### src/spba_pkg.sv
package spba_pkg;

  localparam int unsigned MaxEquations = 1024;
  localparam int unsigned ProfileDepth = 65536;
  localparam int unsigned LocW = 17;
  localparam logic [LocW-1:0] LocMax = 17'h1FFFF;
  localparam int unsigned ValW = 48;

  typedef enum logic [2:0] {
    MODE_START    = 3'd0,
    MODE_EDGE     = 3'd1,
    MODE_FINALIZE = 3'd2,
    MODE_ADD      = 3'd3,
    MODE_CLEAR    = 3'd4,
    MODE_READ     = 3'd5,
    MODE_RSVD6    = 3'd6,
    MODE_RSVD7    = 3'd7
  } mode_e;

  typedef enum logic [1:0] {
    ST_OK       = 2'd0,
    ST_RANGE    = 2'd1,
    ST_OUTSIDE  = 2'd2,
    ST_OVERFLOW = 2'd3
  } status_e;

  typedef enum logic [3:0] {
    S_INIT,
    S_IDLE,
    S_HCLR,
    S_EDGE_RD,
    S_EDGE_WR,
    S_FIN_RD,
    S_FIN,
    S_SCLR,
    S_ADR_RD,
    S_ADR_CHK,
    S_MUL,
    S_ST_RD,
    S_ST_WR,
    S_DONE
  } state_e;

  // controller -> datapath
  typedef struct packed {
    logic     load;      // capture input item
    logic     hclr_step; // clear one height
    logic     dclr;      // clear one diagonal location (after reset)
    logic     edge_rd;
    logic     edge_wr;
    logic     fin_rd;    // read height of column cnt
    logic     fin_step;  // one column of prefix sum
    logic     fin_init;
    logic     sclr_step; // clear one store entry
    logic     cnt_clr;
    logic     adr_rd;    // read diag(col), diag(col-1)
    logic     adr_chk;
    logic     mul;
    logic     st_rd;
    logic     st_wr;
    logic     set_status;
    status_e  status;
    logic     out_load;
  } ctrl_t;

  // datapath -> controller
  typedef struct packed {
    logic    cnt_last_h;  // height sweep done
    logic    cnt_last_f;  // finalize sweep done (or n==0)
    logic    cnt_last_s;  // store sweep done
    logic    range_bad;   // edge col out of range
    logic    ar_bad;      // add/read row or col out of range
    logic    scale_zero;
    logic    outside;
    logic    over;
    mode_e   mode;
  } stat_t;

endpackage

### src/spba_ctrl.sv
module spba_ctrl (
  input  logic            clk_i,
  input  logic            rst_ni,
  input  logic            in_valid_i,
  output logic            in_ready_o,
  input  logic            out_busy_i,
  input  spba_pkg::stat_t st_i,
  output spba_pkg::ctrl_t ctl_o
);
  import spba_pkg::*;

  state_e state_q, state_d;

  always_ff @(posedge clk_i or negedge rst_ni) begin
    if (!rst_ni) state_q <= S_INIT;
    else         state_q <= state_d;
  end

  always_comb begin
    state_d    = state_q;
    ctl_o      = '0;
    ctl_o.status = ST_OK;
    in_ready_o = 1'b0;
    unique case (state_q)
      S_INIT: begin
        // clearing pass after reset: heights and diagonal locations
        ctl_o.hclr_step = 1'b1;
        ctl_o.dclr      = 1'b1;
        if (st_i.cnt_last_h) state_d = S_IDLE;
      end
      S_IDLE: begin
        in_ready_o = 1'b1;
        if (in_valid_i) begin
          ctl_o.load    = 1'b1;
          ctl_o.cnt_clr = 1'b1;
          state_d       = S_DONE;
          priority case (st_i.mode)
            MODE_START:    state_d = S_HCLR;
            MODE_EDGE:     state_d = S_EDGE_RD;
            MODE_FINALIZE: state_d = S_FIN_RD;
            MODE_ADD,
            MODE_READ:     state_d = S_ADR_RD;
            MODE_CLEAR:    state_d = S_SCLR;
            default:       state_d = S_DONE;
          endcase
          ctl_o.fin_init   = 1'b1;
          ctl_o.set_status = 1'b1;
          ctl_o.status     = (st_i.mode == MODE_RSVD6 || st_i.mode == MODE_RSVD7)
                             ? ST_OUTSIDE : ST_OK;
        end
      end
      S_HCLR: begin
        ctl_o.hclr_step = 1'b1;
        if (st_i.cnt_last_h) state_d = S_DONE;
      end
      S_EDGE_RD: begin
        if (st_i.range_bad) begin
          ctl_o.set_status = 1'b1;
          ctl_o.status     = ST_RANGE;
          state_d          = S_DONE;
        end else begin
          ctl_o.edge_rd = 1'b1;
          state_d       = S_EDGE_WR;
        end
      end
      S_EDGE_WR: begin
        ctl_o.edge_wr = 1'b1;
        state_d       = S_DONE;
      end
      S_FIN_RD: begin
        if (st_i.cnt_last_f) begin
          ctl_o.cnt_clr = 1'b1;
          state_d       = S_SCLR;
        end else begin
          ctl_o.fin_rd = 1'b1;
          state_d      = S_FIN;
        end
      end
      S_FIN: begin
        ctl_o.fin_step = 1'b1;
        state_d        = S_FIN_RD;
      end
      S_SCLR: begin
        ctl_o.sclr_step = 1'b1;
        if (st_i.cnt_last_s) begin
          if (st_i.over && st_i.mode == MODE_FINALIZE) begin
            ctl_o.set_status = 1'b1;
            ctl_o.status     = ST_OVERFLOW;
          end
          state_d = S_DONE;
        end
      end
      S_ADR_RD: begin
        if (st_i.mode == MODE_ADD && st_i.scale_zero) begin
          ctl_o.set_status = 1'b1;
          ctl_o.status     = ST_OUTSIDE;
          state_d          = S_DONE;
        end else if (st_i.ar_bad) begin
          ctl_o.set_status = 1'b1;
          ctl_o.status     = ST_RANGE;
          state_d          = S_DONE;
        end else begin
          ctl_o.adr_rd = 1'b1;
          state_d      = S_ADR_CHK;
        end
      end
      S_ADR_CHK: begin
        ctl_o.adr_chk = 1'b1;
        state_d       = S_MUL;
      end
      S_MUL: begin
        if (st_i.outside) begin
          ctl_o.set_status = 1'b1;
          ctl_o.status     = ST_OUTSIDE;
          state_d          = S_DONE;
        end else begin
          ctl_o.mul   = 1'b1;
          ctl_o.st_rd = 1'b1;
          state_d     = S_ST_RD;
        end
      end
      S_ST_RD: begin
        state_d = (st_i.mode == MODE_ADD) ? S_ST_WR : S_DONE;
      end
      S_ST_WR: begin
        ctl_o.st_wr = 1'b1;
        state_d     = S_DONE;
      end
      S_DONE: begin
        if (!out_busy_i) begin
          ctl_o.out_load = 1'b1;
          state_d        = S_IDLE;
        end
      end
      default: state_d = S_IDLE;
    endcase
  end

  assert property (@(posedge clk_i) disable iff (!rst_ni)
    ctl_o.st_wr |-> $past(state_q) == S_ST_RD)
    else $error("store write without read");
  assert property (@(posedge clk_i) disable iff (!rst_ni)
    ctl_o.load |=> state_q != S_IDLE)
    else $error("accepted item lost");
  assert property (@(posedge clk_i) disable iff (!rst_ni)
    ctl_o.out_load |-> !out_busy_i)
    else $error("result overwritten");
endmodule

### config.mk
export PLATFORM = sky130hd
export DESIGN_NAME = spba_ctrl
export DESIGN_NICKNAME = d
export VERILOG_FILES = /design/src/spba_pkg.sv /design/src/spba_ctrl.sv
export SDC_FILE = /design/constraint.sdc
export NUM_CORES = 1
export LEC_CHECK = 0
export BUFFER_PORTS_ARGS = -buffer_cell sky130_fd_sc_hd__buf_2
export CORE_MARGIN = 1.5
export CORE_UTILIZATION = 48
export CTS_CLUSTER_DIAMETER = 120
export DETAILED_ROUTE_END_ITERATION = 6
export PLACE_DENSITY = 0.83
export SETUP_SLACK_MARGIN = 0.05
export SLEW_MARGIN = 10
export SYNTH_ARGS = -nofsm -noshare
export SYNTH_HDL_FRONTEND = slang
export SYNTH_SLANG_ARGS = --single-unit
### constraint.sdc
create_clock -name clk_i -period 4.43 [get_ports clk_i]
set_input_delay 0.2215 -clock clk_i [delete_from_list [all_inputs] [get_ports clk_i]]
set_output_delay 0.2215 -clock clk_i [all_outputs]
set_load 0.02 [all_outputs]
* After elaboration in Yosys (flattened, before gate mapping)
Index checks and enable logic that the tools add are counted.
** Storage, ports and cells
- Bits in registers :: 4
- Output and inout port bits :: 20
** Cells by class
- Reduce and logical (&&, ||, !) cells :: 9
- Equality and inequality tests :: 25
- Mux-type cells :: 45
** Operator list (number)
- one-hot mux 4 bit (13 select lines) :: 1
- 2-to-1 mux 4 bit :: 7
- 2-to-1 mux 3 bit :: 9
- equality test 4 bit (second input constant) :: 6
- 2-to-1 mux 1 bit :: 22
- one-hot mux 4 bit (5 select lines) :: 1
- equality test 4 x 3 -> 1 bit (second input constant) :: 4
- one-hot mux 3 bit (5 select lines) :: 1
- equality test 3 bit (second input constant) :: 4
- != test 2 bit (second input constant) :: 5
- equality test 4 x 2 -> 1 bit (second input constant) :: 2
- equality test 3 x 2 -> 1 bit (second input constant) :: 2
- 2-to-1 mux 2 bit :: 3
- OR reduction 2 bit :: 3
- AND reduction 5 bit :: 1
- equality test 4 x 1 -> 1 bit (second input constant) :: 1
- zero test 4 bit :: 1
- equality test 3 x 1 -> 1 bit (second input constant) :: 1
- zero test 3 bit :: 1
- logical AND 1 bit :: 2
- one-hot mux 1 bit (2 select lines) :: 1
- logical OR 1 bit :: 1

* Depth between registers and ports, before layout
Gate-level depths: netlist of the first run.
- Depth in word-level cells :: 5
- Mapped depth :: 6
- Depth with buffers taken out :: 4

* Worst setup path after synthesis of the first run
No wires, ideal clock.
- Kind :: register -> output
- From :: register state_q[2]
- To :: output ctl_o[18] in the netlist's numbering
- Data required time :: 4208 ps
- Path slack :: 2434 ps
- Data arrival time :: 1774 ps
- Stages on the path, launching flop included :: 7
- Cells stage by stage :: dfrtp_1 -> clkbuf_1 -> or2_1 -> clkbuf_1 -> nor2_1 -> and2_1 -> buf_4
** RTL lines
- from (decl) :: RTL line spba_ctrl.sv:12 : state_e state_q, state_d;
- from (signal assigned) :: RTL line spba_ctrl.sv:16 : else state_q <= state_d;
- to (decl) :: RTL line spba_ctrl.sv:8 : output spba_pkg::ctrl_t ctl_o

==> results of run 1 <==
[cell families (layout without fill, tap and decap cells)]
logic type / after synthesis / after routing / share of synthesized area (%)
mux: 2 / 2 / 3.01
simple gates: 53 / 53 / 42.6
fa+ha+maj: 1 / 1 / 1.42
flops: 4 / 4 / 14.2
compound gates: 26 / 26 / 28.4
buf+inv: 15 / 41 / 10.5
[cell usage after synthesis, types with 2 or more instances]
cell type | count | area share [%]
nand2b_1 | 7 | 6.2
a211oi_1 | 2 | 2.1
nor3_1 | 6 | 4.3
nor3b_1 | 2 | 2.1
o211ai_1 | 2 | 2.1
and4b_1 | 2 | 2.8
nand2_1 | 8 | 4.3
a21boi_0 | 2 | 2.1
buf_2 | 2 | 1.4
clkbuf_1 | 7 | 3.7
o21ai_1 | 3 | 2.1
buf_4 | 2 | 2.1
a2111oi_0 | 2 | 2.5
nor2_1 | 11 | 5.9
nand3_1 | 3 | 2.1
dfrtp_1 | 4 | 14
nand4_1 | 2 | 1.8
inv_1 | 3 | 1.6
a21oi_1 | 3 | 2.1
[power by group]
part	internal (mW)	leakage, nW	switching, mW
combinational	0.153	0.355	0.221
clock	0.0304	0.0138	0.0168
sequential	0.0541	0.0486	0.0762
[routing by layer]
metal | up-vias | wire, um | track usage (%)
li1 | 428 | - | -
met1 | 398 | 869 | 38.1
met2 | 60 | 931 | 37.5
met3 | 5 | 195 | 6.38
met4 | 0 | 27 | 11.3
met5 | - | 0 | 0
[layout make-up]
class / instances / area [um^2] / share of cell area [%]
Multi-Input combinational cell: 82 / 532 / 61.5
Tap cell: 15 / 18.8 / 2.17
Clock buffer: 3 / 22.5 / 2.60
Sequential cell: 4 / 100 / 11.6
Timing Repair Buffer: 35 / 180 / 20.8
Inverter: 3 / 11.3 / 1.30
[path summary, 6_finish.rpt]
check / startpoint / endpoint / slack (ns) / cells past startpoint
worst min register to register: state_q[3] / state_q[3] / 0.82 / 2
worst max register to register: state_q[1] / state_q[2] / 2.58 / 4
worst min-delay path: out_busy_i / state_q[3] / 0.27 / 3
worst max-delay path: state_q[2] / ctl_o[2] / 2.18 / 5
min in group asynchronous: rst_ni / state_q[2] / 0.32 / 2
max in group asynchronous: rst_ni / state_q[0] / 4.00 / 2
[per-stage QoR]
stage	setup slack [ns]	util, %	std cells	power (mW)	cell area, um^2
floorplan	2.43	-	101	0.418	706
global placement	2.52	62.4	138	0.490	832
detailed placement	2.50	62.4	138	0.497	832
CTS	2.23	64.8	142	0.548	865
global route	2.09	64.8	142	0.603	865
finish	2.18	64.8	142	0.552	865
[worst reg2reg max path: cells and delay by family (launching register included)]
family	cells	cell delay [ns]
compound gates	3	0.65
flops	1	0.64
simple gates	1	0.42
[timing repair]
| item | in CTS | in global routing |
|---|---|---|
| buffers inserted | 0 | 0 |
| hold endpoints to repair | 4 | 0 |
| hold buffers | 1 | 0 |
==> flow_summary_export.csv, run 1 <==
group,metric,value,unit
routing,vias_per_cell,6.27,
placed_design,numPortBuffers,34,
clocking,h-tree-depth,1,
yosys,ys_types,47,
timing,layout_min_cycle_time,2.25,ns
clocking,cts_resized,0,
run_status,outcome,"complete, no violations",
timing,grt_setup_unrepaired,"false",
timing,setup_viol,0,
setup_path,crit_family,"simple AND/OR/NAND/NOR gates",
setup_path,crit_path_max_fanout,19,
timing,slew_viol_final,0,
setup_path,setup.worst_path.start_class,"flop",
clocking,insertion_delay,0.24,ns
yosys,yosys_warnings,0,
clocking,clockBufferDepth,2,
floorplan,row_count,13,
timing,slew_headroom,62.8,%
routing,ant_nets,0,
setup_path,cp_num_buf_inv,1,
global_route,grt_pass1_wl,2.90,mm
yosys,synth_flop_cell,"dfrtp_1",
timing,hold_violations,0,
setup_path,endpoint_kind,"primary output",
finish,fillCellCount,127,
yosys,synthCells,101,
setup_path,crit_slowest_cell,"dfrtp_1",
hold_path,holdCritPathClass,"in2reg",
yosys,synthArstFlopShare,100,%
power,leakagePower,0.418,nW
floorplan,dieWidth,41.3,um
global_route,grt_max_degree,21,
clocking,cts_tree,"yes",
global_route,grt_overflow_total,0,
yosys,synth_area_per_cell,6.99,um^2
routing,wl,2.02,mm
finish,antenna_cells,0,
floorplan,die_y,41.3,um
clocking,clk_pin_slew_worst_paths,0.04,ns
timing,min_period_over_period,50.7,%
yosys,yosysSeqAreaShare,14.2,%
routing,drc_errors,0,
yosys,synth_enable_flop_cells,0,
finish,largest_register_ffs,4,
yosys,ys_ff_latch,4,
clocking,cts-root-buf,"clkbuf_4",
flow_run,max_cap_violations,0,
timing,hold_slack,0.272,ns
finish,layout.cells.most_common_list,"buf_2 (34), nor2_1 (11), nand2_1 (8)",
routing,drt-initial-drc-count,48,
finish,fin_nets,144,
clocking,clock-sinks,4,
yosys,synthesis.area,706,um^2
yosys,syn_nets,116,
clocking,cts_buffers,3,
global_route,grt_pass1_vias,627,
floorplan,die_area,1710,um^2
routing,routedWlPerCell,14.3,um
power,p_per_area,638,nW/um^2
setup_path,slowest_delay,0.57,ns
routing,vias,891,
timing,setup_tns,0,ns
placed_design,dp_hpwl,1.49,mm
floorplan,io_pins,35,
placed_design,gp_congestion,0.926,
finish,reg_top3,"state_q: 4 flops",
finish,drive_gt1_share,31.5,%
setup_path,crit_arrival,2.02,ns
timing,max_freq,445,MHz
power,vdd_drop_max,0.304,mV
finish,regMostFlops,"state_q",
setup_path,required,4.21,ns
floorplan,start_util,52.9,%
global_route,grt_use_total,26.6,%
setup_path,worst-setup-path-type,"reg2out",
timing,worst_pin_slew,0.558,ns
routing,dr.pass1.iters,4,
setup_path,path_cells,"or2_1 > nor2_1 > nand4_1 > o311ai_1 > buf_2",
global_route,antenna_found_initial,0,
finish,layout_commonest_cell,"buf_2",
timing,finalClockSkew,0.00434,ns
floorplan,core,1330,um^2
finish,area_delta_synth_final,22.5,%
Note: power is estimated with default switching activity, not from simulation.
==> run 2, diff against run 1 <==
--- a/config.mk
+++ b/config.mk
@@ -6,11 +6,12 @@
 export NUM_CORES = 1
 export LEC_CHECK = 0
 export BUFFER_PORTS_ARGS = -buffer_cell sky130_fd_sc_hd__buf_2
+export CORE_ASPECT_RATIO = 1.2
 export CORE_MARGIN = 1.5
-export CORE_UTILIZATION = 48
+export CORE_UTILIZATION = 45
 export CTS_CLUSTER_DIAMETER = 120
 export DETAILED_ROUTE_END_ITERATION = 6
-export PLACE_DENSITY = 0.83
+export PLACE_DENSITY = 0.79
 export SETUP_SLACK_MARGIN = 0.05
 export SLEW_MARGIN = 10
 export SYNTH_ARGS = -nofsm -noshare
==> constraint.sdc (replaced) <==
create_clock -name clk_i -period 2.3 [get_ports clk_i]
set_input_delay 0.115 -clock clk_i [delete_from_list [all_inputs] [get_ports clk_i]]
set_output_delay 0.115 -clock clk_i [all_outputs]
set_load 0.02 [all_outputs]
==> flow_summary_export.csv, run 2 (synthesized netlist as in run 1, its figures left out) <==
group,metric,value,unit
timing,slew_viol_final,0,
routing,vias,869,
power,power_frac_seq,21.5,%
timing,hold_slack,0.171,ns
floorplan,core,1450,um^2
finish,area_delta_synth_final,25.0,%
timing,min_period_over_period,87.9,%
setup_path,setup.worst_path.start_class,"flop",
setup_path,worst-setup-path-type,"reg2out",
finish,postLayoutCoreUtil,61.0,%
power,swShare,55.8,%
floorplan,die_area,1820,um^2
setup_path,crit_path_max_fanout,19,
clocking,cts_buffers,3,
timing,layout_min_cycle_time,2.02,ns
routing,wl_met2,899,um
clocking,insertion_delay,0.24,ns
clocking,cts-root-buf,"clkbuf_4",
run_status,outcome,"complete, no violations",
finish,drive_gt1_share,32.6,%
floorplan,io_pins,35,
finish,reg_top3,"state_q: 4 flops",
clocking,h-tree-depth,1,
global_route,grt_pass1_wl,2.93,mm
setup_path,slowest_delay,0.56,ns
finish,fin_nets,146,
floorplan,start_util,48.8,%
power,vdd_drop_max,0.792,mV
floorplan,die_y,46.4,um
clocking,cts_setup_buffers,0,
routing,highest_layer,"met4",
setup_path,path_cells,"or2_1 > nor2_1 > nand4_1 > o311ai_1 > buf_2",
finish,layout.cells.most_common_list,"buf_2 (34), nor2_1 (11), nand2_1 (8)",
timing,setup_viol,0,
floorplan,row_count,15,
global_route,grt_pass1_vias,672,
timing,fin_ws,0.278,ns
placed_design,post-place-ws,0.543,ns
finish,regMostFlops,"state_q",
setup_path,required,2.18,ns
clocking,clock-sinks,4,
setup_path,crit_arrival,1.91,ns
timing,setup_tns,0,ns
power,switchingPower,604,uW
clocking,clockBufferDepth,2,
clocking,clk_pin_slew_worst_paths,0.04,ns
timing,grt_setup_unrepaired,"false",
placed_design,gp_congestion,0.889,
global_route,grt_use_total,23.4,%
power,p_int,479,uW
placed_design,dp_hpwl,1.53,mm
routing,vias_per_cell,5.95,
routing,drc_errors,0,
finish,antenna_cells,0,
power,pwr-share-clk,8.2,%
setup_path,endpoint_kind,"primary output",
power,leakagePower,0.427,nW
global_route,grt_overflow_total,0,
global_route,grt_max_degree,21,
routing,drt-initial-drc-count,31,
timing,slew_headroom,64.0,%
routing,wl,1.94,mm
placed_design,numPortBuffers,34,
setup_path,crit_family,"simple AND/OR/NAND/NOR gates",
power,p_per_area,1230,nW/um^2
finish,layout_commonest_cell,"buf_2",
flow_run,max_cap_violations,0,
setup_path,crit_slowest_cell,"dfrtp_1",
timing,finalClockSkew,0.00634,ns
power,p_comb_share,70.3,%
routing,dr.pass1.iters,4,
timing,max_freq,495,MHz
setup_path,cp_num_buf_inv,1,
global_route,antenna_found_initial,0,
routing,ant_nets,0,
routing,routedWlPerCell,13.3,um
routing,wl_met3,130,um
clocking,cts_tree,"yes",
routing,m1WireLength,879,um
finish,largest_register_ffs,4,
floorplan,dieWidth,39.2,um
timing,worst_pin_slew,0.540,ns
hold_path,holdCritPathClass,"in2reg",
timing,hold_violations,0,
==> run 2: cell count changes in the layout (fill, tap and decap cells not counted), sizes merged <==
cell  before  now
buf       34   36
==> run 2: timing repair <==
| item | in CTS | in global routing |
|---|---|---|
| resized for setup | 0 | 0 |
| hold endpoints to repair | 4 | 0 |
| hold buffers | 1 | 0 |
==> run 2: final timing paths <==
check / startpoint / endpoint / slack, ns / depth (start not counted)
worst max register to register: state_q[1] / state_q[0] / 0.52 / 4
max in group asynchronous: rst_ni / state_q[0] / 1.96 / 2
min in group asynchronous: rst_ni / state_q[3] / 0.22 / 2
worst max-delay path: state_q[2] / ctl_o[2] / 0.28 / 5
worst min register to register: state_q[3] / state_q[3] / 0.80 / 2
worst min-delay path: out_busy_i / state_q[3] / 0.17 / 3
==> run 2: cell type report <==
type,instances,area (um^2)
fill,140,563
multi-input combinational,82,532
timing repair buffer,37,195
sequential,4,100
clock buffer,3,22.5
tap,17,21.3
inverter,3,11.3
==> run 2: layer usage <==
metal	up-vias	track usage, %
met5	-	0
met4	0	8.28
met3	4	5.80
met2	40	34.7
met1	392	32.6
li1	433	-
==> run 2: power groups by stage <==
stage	sequential, mW	combinational [mW]	clock (mW)
finish	0.233	0.761	0.0887
global route	0.248	0.829	0.101
CTS	0.228	0.760	0.0894
detailed placement	0.228	0.754	0
global placement	0.222	0.746	0
floorplan	0.126	0.678	0
==> run 2: worst register-to-register path, stage by stage, from the launching register on <==
cell	delay [ns]
dfrtp_1	0.57
nand2b_4	0.27
or4_1	0.47
a31o_1	0.24
a41oi_2	0.15
==> run 2: stage by stage <==
step           instance area (um^2)  std cells  total power [mW]
2_1_floorplan                   706        101             0.804
3_3_place_gp                    850        142             0.968
3_5_place_dp                    850        142             0.983
4_1_cts                         882        146              1.08
5_1_grt                         882        146              1.18
6_report                        882        146              1.08
